File: src/design/lfu_pkg.sv
// Shared types and constants for the LFU store with ghost list.
// Used by lfu_cell and lfu_cache_with_ghost_list; depends on nothing.
`default_nettype none

package lfu_pkg;

    localparam int MAIN_ENTRIES_DEF  = 16;
    localparam int GHOST_ENTRIES_DEF = 8;
    localparam int KEY_BITS_DEF      = 32;
    localparam int VALUE_BITS_DEF    = 32;
    localparam int COUNT_BITS_DEF    = 16;

    localparam int STAMP_BITS = 32;
    localparam int CAP_BITS   = 5;
    localparam int GCAP_BITS  = 4;
    localparam int THR_BITS   = 16;
    localparam int REQ_BITS   = 3;
    localparam int CFG_IDX_BITS  = 2;
    localparam int CFG_DATA_BITS = 16;

    localparam logic [REQ_BITS-1:0] REQ_GET    = 3'd0;
    localparam logic [REQ_BITS-1:0] REQ_PUT    = 3'd1;
    localparam logic [REQ_BITS-1:0] REQ_GROW   = 3'd2;
    localparam logic [REQ_BITS-1:0] REQ_SHRINK = 3'd3;
    localparam logic [REQ_BITS-1:0] REQ_CHECK  = 3'd4;

    localparam logic [CFG_IDX_BITS-1:0] CFG_INIT_CAP  = 2'd0;
    localparam logic [CFG_IDX_BITS-1:0] CFG_GHOST_CAP = 2'd1;
    localparam logic [CFG_IDX_BITS-1:0] CFG_THRESHOLD = 2'd2;

    typedef struct packed {
        logic clr_en;
        logic wr_en;
    } cell_cmd_t;

endpackage

`default_nettype wire

File: src/design/lfu_cell.sv
// One entry of the main store or the ghost list, plus one registered stage of
// the scan chain (count, first free, first match, least-frequent/oldest).
// Depends on lfu_pkg.
`default_nettype none

module lfu_cell #(
    parameter int ENTRIES    = lfu_pkg::MAIN_ENTRIES_DEF,
    parameter int INDEX      = 0,
    parameter int KEY_BITS   = lfu_pkg::KEY_BITS_DEF,
    parameter int VALUE_BITS = lfu_pkg::VALUE_BITS_DEF,
    parameter int COUNT_BITS = lfu_pkg::COUNT_BITS_DEF,
    parameter bit USE_FREQ   = 1'b1,
    localparam int IDX_W     = (ENTRIES > 1) ? $clog2(ENTRIES) : 1,
    localparam int CNT_W     = $clog2(ENTRIES + 1)
) (
    input  wire                              aclk,
    input  wire                              aresetn,
    input  lfu_pkg::cell_cmd_t               cmd,
    input  wire  [IDX_W-1:0]                 clr_idx,
    input  wire  [IDX_W-1:0]                 wr_idx,
    input  wire  [KEY_BITS-1:0]              wr_key,
    input  wire  [VALUE_BITS-1:0]            wr_data,
    input  wire  [COUNT_BITS-1:0]            wr_freq,
    input  wire  [COUNT_BITS-1:0]            wr_acc,
    input  wire  [lfu_pkg::STAMP_BITS-1:0]   wr_stamp,
    input  wire  [KEY_BITS-1:0]              look_key,
    input  wire  [CNT_W-1:0]                 up_cnt,
    input  wire                              up_free_ok,
    input  wire  [IDX_W-1:0]                 up_free_idx,
    input  wire                              up_hit_ok,
    input  wire  [IDX_W-1:0]                 up_hit_idx,
    input  wire  [VALUE_BITS-1:0]            up_hit_data,
    input  wire  [COUNT_BITS-1:0]            up_hit_freq,
    input  wire  [COUNT_BITS-1:0]            up_hit_acc,
    input  wire                              up_best_ok,
    input  wire  [IDX_W-1:0]                 up_best_idx,
    input  wire  [KEY_BITS-1:0]              up_best_key,
    input  wire  [VALUE_BITS-1:0]            up_best_data,
    input  wire  [COUNT_BITS-1:0]            up_best_freq,
    input  wire  [COUNT_BITS-1:0]            up_best_acc,
    input  wire  [lfu_pkg::STAMP_BITS-1:0]   up_best_stamp,
    output logic [CNT_W-1:0]                 dn_cnt,
    output logic                             dn_free_ok,
    output logic [IDX_W-1:0]                 dn_free_idx,
    output logic                             dn_hit_ok,
    output logic [IDX_W-1:0]                 dn_hit_idx,
    output logic [VALUE_BITS-1:0]            dn_hit_data,
    output logic [COUNT_BITS-1:0]            dn_hit_freq,
    output logic [COUNT_BITS-1:0]            dn_hit_acc,
    output logic                             dn_best_ok,
    output logic [IDX_W-1:0]                 dn_best_idx,
    output logic [KEY_BITS-1:0]              dn_best_key,
    output logic [VALUE_BITS-1:0]            dn_best_data,
    output logic [COUNT_BITS-1:0]            dn_best_freq,
    output logic [COUNT_BITS-1:0]            dn_best_acc,
    output logic [lfu_pkg::STAMP_BITS-1:0]   dn_best_stamp
);

    localparam logic [IDX_W-1:0] MY_IDX = IDX_W'(INDEX);

    logic                            valid_reg;
    logic [KEY_BITS-1:0]             key_reg;
    logic [VALUE_BITS-1:0]           data_reg;
    logic [COUNT_BITS-1:0]           freq_reg;
    logic [COUNT_BITS-1:0]           acc_reg;
    logic [lfu_pkg::STAMP_BITS-1:0]  stamp_reg;

    logic [CNT_W-1:0]                cnt_reg;
    logic                            free_ok_reg;
    logic [IDX_W-1:0]                free_idx_reg;
    logic                            hit_ok_reg;
    logic [IDX_W-1:0]                hit_idx_reg;
    logic [VALUE_BITS-1:0]           hit_data_reg;
    logic [COUNT_BITS-1:0]           hit_freq_reg;
    logic [COUNT_BITS-1:0]           hit_acc_reg;
    logic                            best_ok_reg;
    logic [IDX_W-1:0]                best_idx_reg;
    logic [KEY_BITS-1:0]             best_key_reg;
    logic [VALUE_BITS-1:0]           best_data_reg;
    logic [COUNT_BITS-1:0]           best_freq_reg;
    logic [COUNT_BITS-1:0]           best_acc_reg;
    logic [lfu_pkg::STAMP_BITS-1:0]  best_stamp_reg;

    logic wr_here;
    logic hit_here;
    logic older;
    logic take_best;

    assign wr_here  = cmd.wr_en && (wr_idx == MY_IDX);
    assign hit_here = valid_reg && (key_reg == look_key);

    always_comb begin
        if (USE_FREQ) begin
            older = (freq_reg < up_best_freq) ||
                    ((freq_reg == up_best_freq) && (stamp_reg < up_best_stamp));
        end else begin
            older = stamp_reg < up_best_stamp;
        end
        take_best = valid_reg && (!up_best_ok || older);
    end

    always_ff @(posedge aclk) begin
        if (!aresetn) begin
            valid_reg <= 1'b0;
        end else if (wr_here) begin
            valid_reg <= 1'b1;
        end else if (cmd.clr_en && (clr_idx == MY_IDX)) begin
            valid_reg <= 1'b0;
        end
    end

    always_ff @(posedge aclk) begin
        if (wr_here) begin
            key_reg   <= wr_key;
            data_reg  <= wr_data;
            freq_reg  <= wr_freq;
            acc_reg   <= wr_acc;
            stamp_reg <= wr_stamp;
        end
    end

    always_ff @(posedge aclk) begin
        cnt_reg <= up_cnt + CNT_W'(valid_reg);
        if (up_free_ok || valid_reg) begin
            free_ok_reg  <= up_free_ok;
            free_idx_reg <= up_free_idx;
        end else begin
            free_ok_reg  <= 1'b1;
            free_idx_reg <= MY_IDX;
        end
        if (up_hit_ok || !hit_here) begin
            hit_ok_reg   <= up_hit_ok;
            hit_idx_reg  <= up_hit_idx;
            hit_data_reg <= up_hit_data;
            hit_freq_reg <= up_hit_freq;
            hit_acc_reg  <= up_hit_acc;
        end else begin
            hit_ok_reg   <= 1'b1;
            hit_idx_reg  <= MY_IDX;
            hit_data_reg <= data_reg;
            hit_freq_reg <= freq_reg;
            hit_acc_reg  <= acc_reg;
        end
        if (take_best) begin
            best_ok_reg    <= 1'b1;
            best_idx_reg   <= MY_IDX;
            best_key_reg   <= key_reg;
            best_data_reg  <= data_reg;
            best_freq_reg  <= freq_reg;
            best_acc_reg   <= acc_reg;
            best_stamp_reg <= stamp_reg;
        end else begin
            best_ok_reg    <= up_best_ok;
            best_idx_reg   <= up_best_idx;
            best_key_reg   <= up_best_key;
            best_data_reg  <= up_best_data;
            best_freq_reg  <= up_best_freq;
            best_acc_reg   <= up_best_acc;
            best_stamp_reg <= up_best_stamp;
        end
    end

    assign dn_cnt        = cnt_reg;
    assign dn_free_ok    = free_ok_reg;
    assign dn_free_idx   = free_idx_reg;
    assign dn_hit_ok     = hit_ok_reg;
    assign dn_hit_idx    = hit_idx_reg;
    assign dn_hit_data   = hit_data_reg;
    assign dn_hit_freq   = hit_freq_reg;
    assign dn_hit_acc    = hit_acc_reg;
    assign dn_best_ok    = best_ok_reg;
    assign dn_best_idx   = best_idx_reg;
    assign dn_best_key   = best_key_reg;
    assign dn_best_data  = best_data_reg;
    assign dn_best_freq  = best_freq_reg;
    assign dn_best_acc   = best_acc_reg;
    assign dn_best_stamp = best_stamp_reg;

endmodule

`default_nettype wire
File: config.mk
export PLATFORM = sky130hd
export DESIGN_NAME = lfu_cell
export DESIGN_NICKNAME = d
export VERILOG_FILES = /design/src/design/lfu_pkg.sv /design/src/design/lfu_cell.sv
export SDC_FILE = /design/constraint.sdc
export NUM_CORES = 1
export LEC_CHECK = 0
export BUFFER_PORTS_ARGS = -buffer_cell sky130_fd_sc_hd__buf_2
export CAP_MARGIN = 25
export CORE_AREA = 8 8 223 225
export DETAILED_ROUTE_END_ITERATION = 10
export DIE_AREA = 0 0 231 233
export PLACE_DENSITY = 0.62
export SLEW_MARGIN = 20
export SYNTH_ARGS = -nofsm -noshare
export SYNTH_HDL_FRONTEND = slang
export SYNTH_SLANG_ARGS = --single-unit
File: constraint.sdc
create_clock -name aclk -period 5.4 [get_ports aclk]
set_input_delay 0.27 -clock aclk [delete_from_list [all_inputs] [get_ports aclk]]
set_output_delay 0.27 -clock aclk [all_outputs]
set_load 0.03 [all_outputs]
==> impl_metrics.yaml <==
synthesis:
  synth_cell_types: 36
  async_flop_share_pct: 0
  muxShareOfSynthArea_pct: 17.8
  synth_top_family_by_area: "multiplexers"
  yosysTopAreaCell: "dfxtp_1"
  ys.flop_type: "dfxtp_1"
  yosysWarnings: 0
  synthTopCellsByArea: "dfxtp_1 35%, edfxtp_1 32%, mux2_2 11%"
  yosys.area_share.simple_pct: 3.25
  synth_compound_area_share_pct: 1.96
  ys_seq_area_share_pct: 66.7
  synth_top_area_share_pct: 35.1
  synth-edff-count: 128
  synth-xor-area-share_pct: 2.52
  synth_nets: 1224
  synth_common_cells: "213 x dfxtp_1, 128 x edfxtp_1, 116 x mux2_2"
  syn_area_sq_um: 12100
  yosys_register_bits: 341
  synthAdderAreaFrac_pct: 5.05
  synthCells: 791
  synth.avg_cell_area_sq_um: 15.4
  synthMostInstantiatedCell: "dfxtp_1"
clock_network:
  h-tree-depth: 2
  numCtsBuffers: 38
  clk_pin_slew_ns: 0.06
  cts_resized: 0
  cts_root_buffer: "clkbuf_16"
  clock_path_buffers: 3
  cts_tree: "yes"
  post_cts_buffers: 0
  clock_latency_ns: 0.53
  cts.sinks: 341
outcome:
  status: "finished, final reports clean"
floorplan:
  pin_count: 596
  core_area_sq_um: 46100
  start_util_pct: 26.4
  chipHeight_microns: 233
  die_w_microns: 231
  dieArea_sq_um: 53800
  placementRows: 79
final_layout:
  post-route-util_pct: 44.4
  areaGrowthSynthToFinish_pct: 68.4
  seq_area_sq_um: 8110
  drive_above_1_share_pct: 43.8
  final_area_sq_um: 20500
  multi_input_area_sq_um: 3730
  final.fill_count: 4051
  fin_nets: 2184
sta:
  rsz0062_at_grt: "no"
  hold_viol: 0
  fin_worst_skew_ns: 0.0142
  drv_slew: 0
  max-slew-margin-rel_pct: 39.5
  period_minus_slack_ns: 3.70
  max_freq_mhz: 270
  holdWs_ns: 0.0484
  tns_ns: 0
  setup_violations: 0
  tightest_slew_ns: 0.907
  min_period_over_period_pct: 68.6
placed_design:
  gp_congestion: 0.877
  portBuffers: 595
  place_area_sq_um: 15800
  dp_hpwl_mm: 33.1
detailed_routing:
  drc: 0
  routed-via-count: 10200
  viasPerCell: 4.27
  dr.pass1.iters: 4
  drt_iter0_drc: 445
  wl_per_cell_microns: 19.9
  ant_nets: 0
  wl_mm: 47.6
worst_setup_path:
  start_kind: "flip-flop"
  critPathArrivalTime_ns: 4.11
  r2r-end: "dn_best_key[26]$_DFF_P_"
  reg2reg_from: "freq_reg[15]$_DFFE_PP_"
  critPathLaunch: "freq_reg[15]$_DFFE_PP_"
  endpoint: "dn_best_key[26]$_DFF_P_"
  critPathMaxFanout: 131
  endpoint_kind: "flip-flop"
  required_ns: 5.81
  r2r_cells: 9
  crit_type: "flip-flop to flip-flop"
  reg2reg_slack_ns: 1.70
job:
  drv_cap: 0
global_routing:
  grt_overflow: 0
  grt_max_degree: 132
  grt_pass1_vias: 11700
  track_usage_pct: 16.7
  antenna_found_initial: 6
  grt_pass1_wl_mm: 69.1
power:
  ir_drop_mv: 0.234
  p_leak_nw: 9.09
  p_per_area_nw_per_um2: 300
min_path:
  hold_path_class: "input port to flip-flop"
  min_from: "wr_freq[15]"
per-stage QoR:
stage               power (mW)  worst slack, ns  instances
global placement          3.48             1.94       1978
global route              6.37             1.53       2393
detailed placement        3.49             1.78       1979
floorplan                 3.19             1.39        791
CTS                       6.20             1.76       2387
finish                    6.14             1.70       2394
placed cells by master, fill, tap and decap left out, types with 11 or more instances in the layout:
cell type,n
mux2_2,116
mux2_1,76
buf_2,595
clkbuf_16,39
clkbuf_1,12
nor2b_1,11
dfxtp_1,213
a21oi_1,16
dlygate4sd3_1,339
xor2_1,32
ha_1,49
inv_1,48
edfxtp_1,128
report_power, final:
group,switching [mW],internal (mW),total [mW]
sequential,0.0419,2.78,2.82
combinational,0.417,0.410,0.827
clock,1.03,1.46,2.49
final cells by class:
type / count / area share [%]
multi-input combinational: 381 / 18.2
clock buffer: 60 / 5.60
sequential: 341 / 39.6
tap: 607 / 3.71
inverter: 48 / 0.881
timing repair buffer: 941 / 31.6
antenna: 7 / 0.0856
clock inverter: 9 / 0.257
layer usage:
| metal | track usage [%] | routed length [microns] | up-vias |
|---|---|---|---|
| met5 | 0 | 0 | - |
| met2 | 29.1 | 24300 | 480 |
| met1 | 17.9 | 17300 | 4843 |
| li1 | - | - | 4765 |
| met3 | 5.13 | 3850 | 130 |
| met4 | 8.97 | 2200 | 0 |
timing repair:
| item | 4_1_cts | 5_1_grt |
|---|---|---|
| endpoints found under the hold margin | 339 | 0 |
| hold buffers | 339 | 0 |
| endpoints found under the setup margin | 0 | 0 |
cell families (layout without fill, tap and decap cells):
group / count (synthesis) / count (layout)
other: 0 / 7
buffers and inverters: 69 / 1058
flip-flops: 341 / 341
AO/OA/AOI/OAI: 37 / 37
adder cells (fa/ha/maj): 49 / 49
AND/OR/NAND/NOR: 68 / 68
XOR/XNOR: 35 / 35
multiplexers: 192 / 192
worst max-delay path, stage by stage, from the launching register on:
cell	delay (ns)
edfxtp_1	0.41
ha_1	0.31
and4_1	0.26
nand4_1	0.21
nor4_1	0.45
nand2_1	0.09
a2111oi_0	0.73
a21oi_4	0.15
buf_12	0.28
mux2_1	0.49
worst min-delay path by stage:
stage                     slack [ns]  cells past startpoint                     end
after global placement          0.45                      1   acc_reg[13]$_DFFE_PP_
after global routing            0.02                      1  freq_reg[15]$_DFFE_PP_
after detailed placement        0.45                      1   acc_reg[12]$_DFFE_PP_
after CTS                      0.003                      1  freq_reg[15]$_DFFE_PP_
final                           0.05                      1  freq_reg[15]$_DFFE_PP_
after floorplan                 0.37                      1       dn_cnt[2]$_DFF_P_
Note: power is estimated with default switching activity, not from simulation.
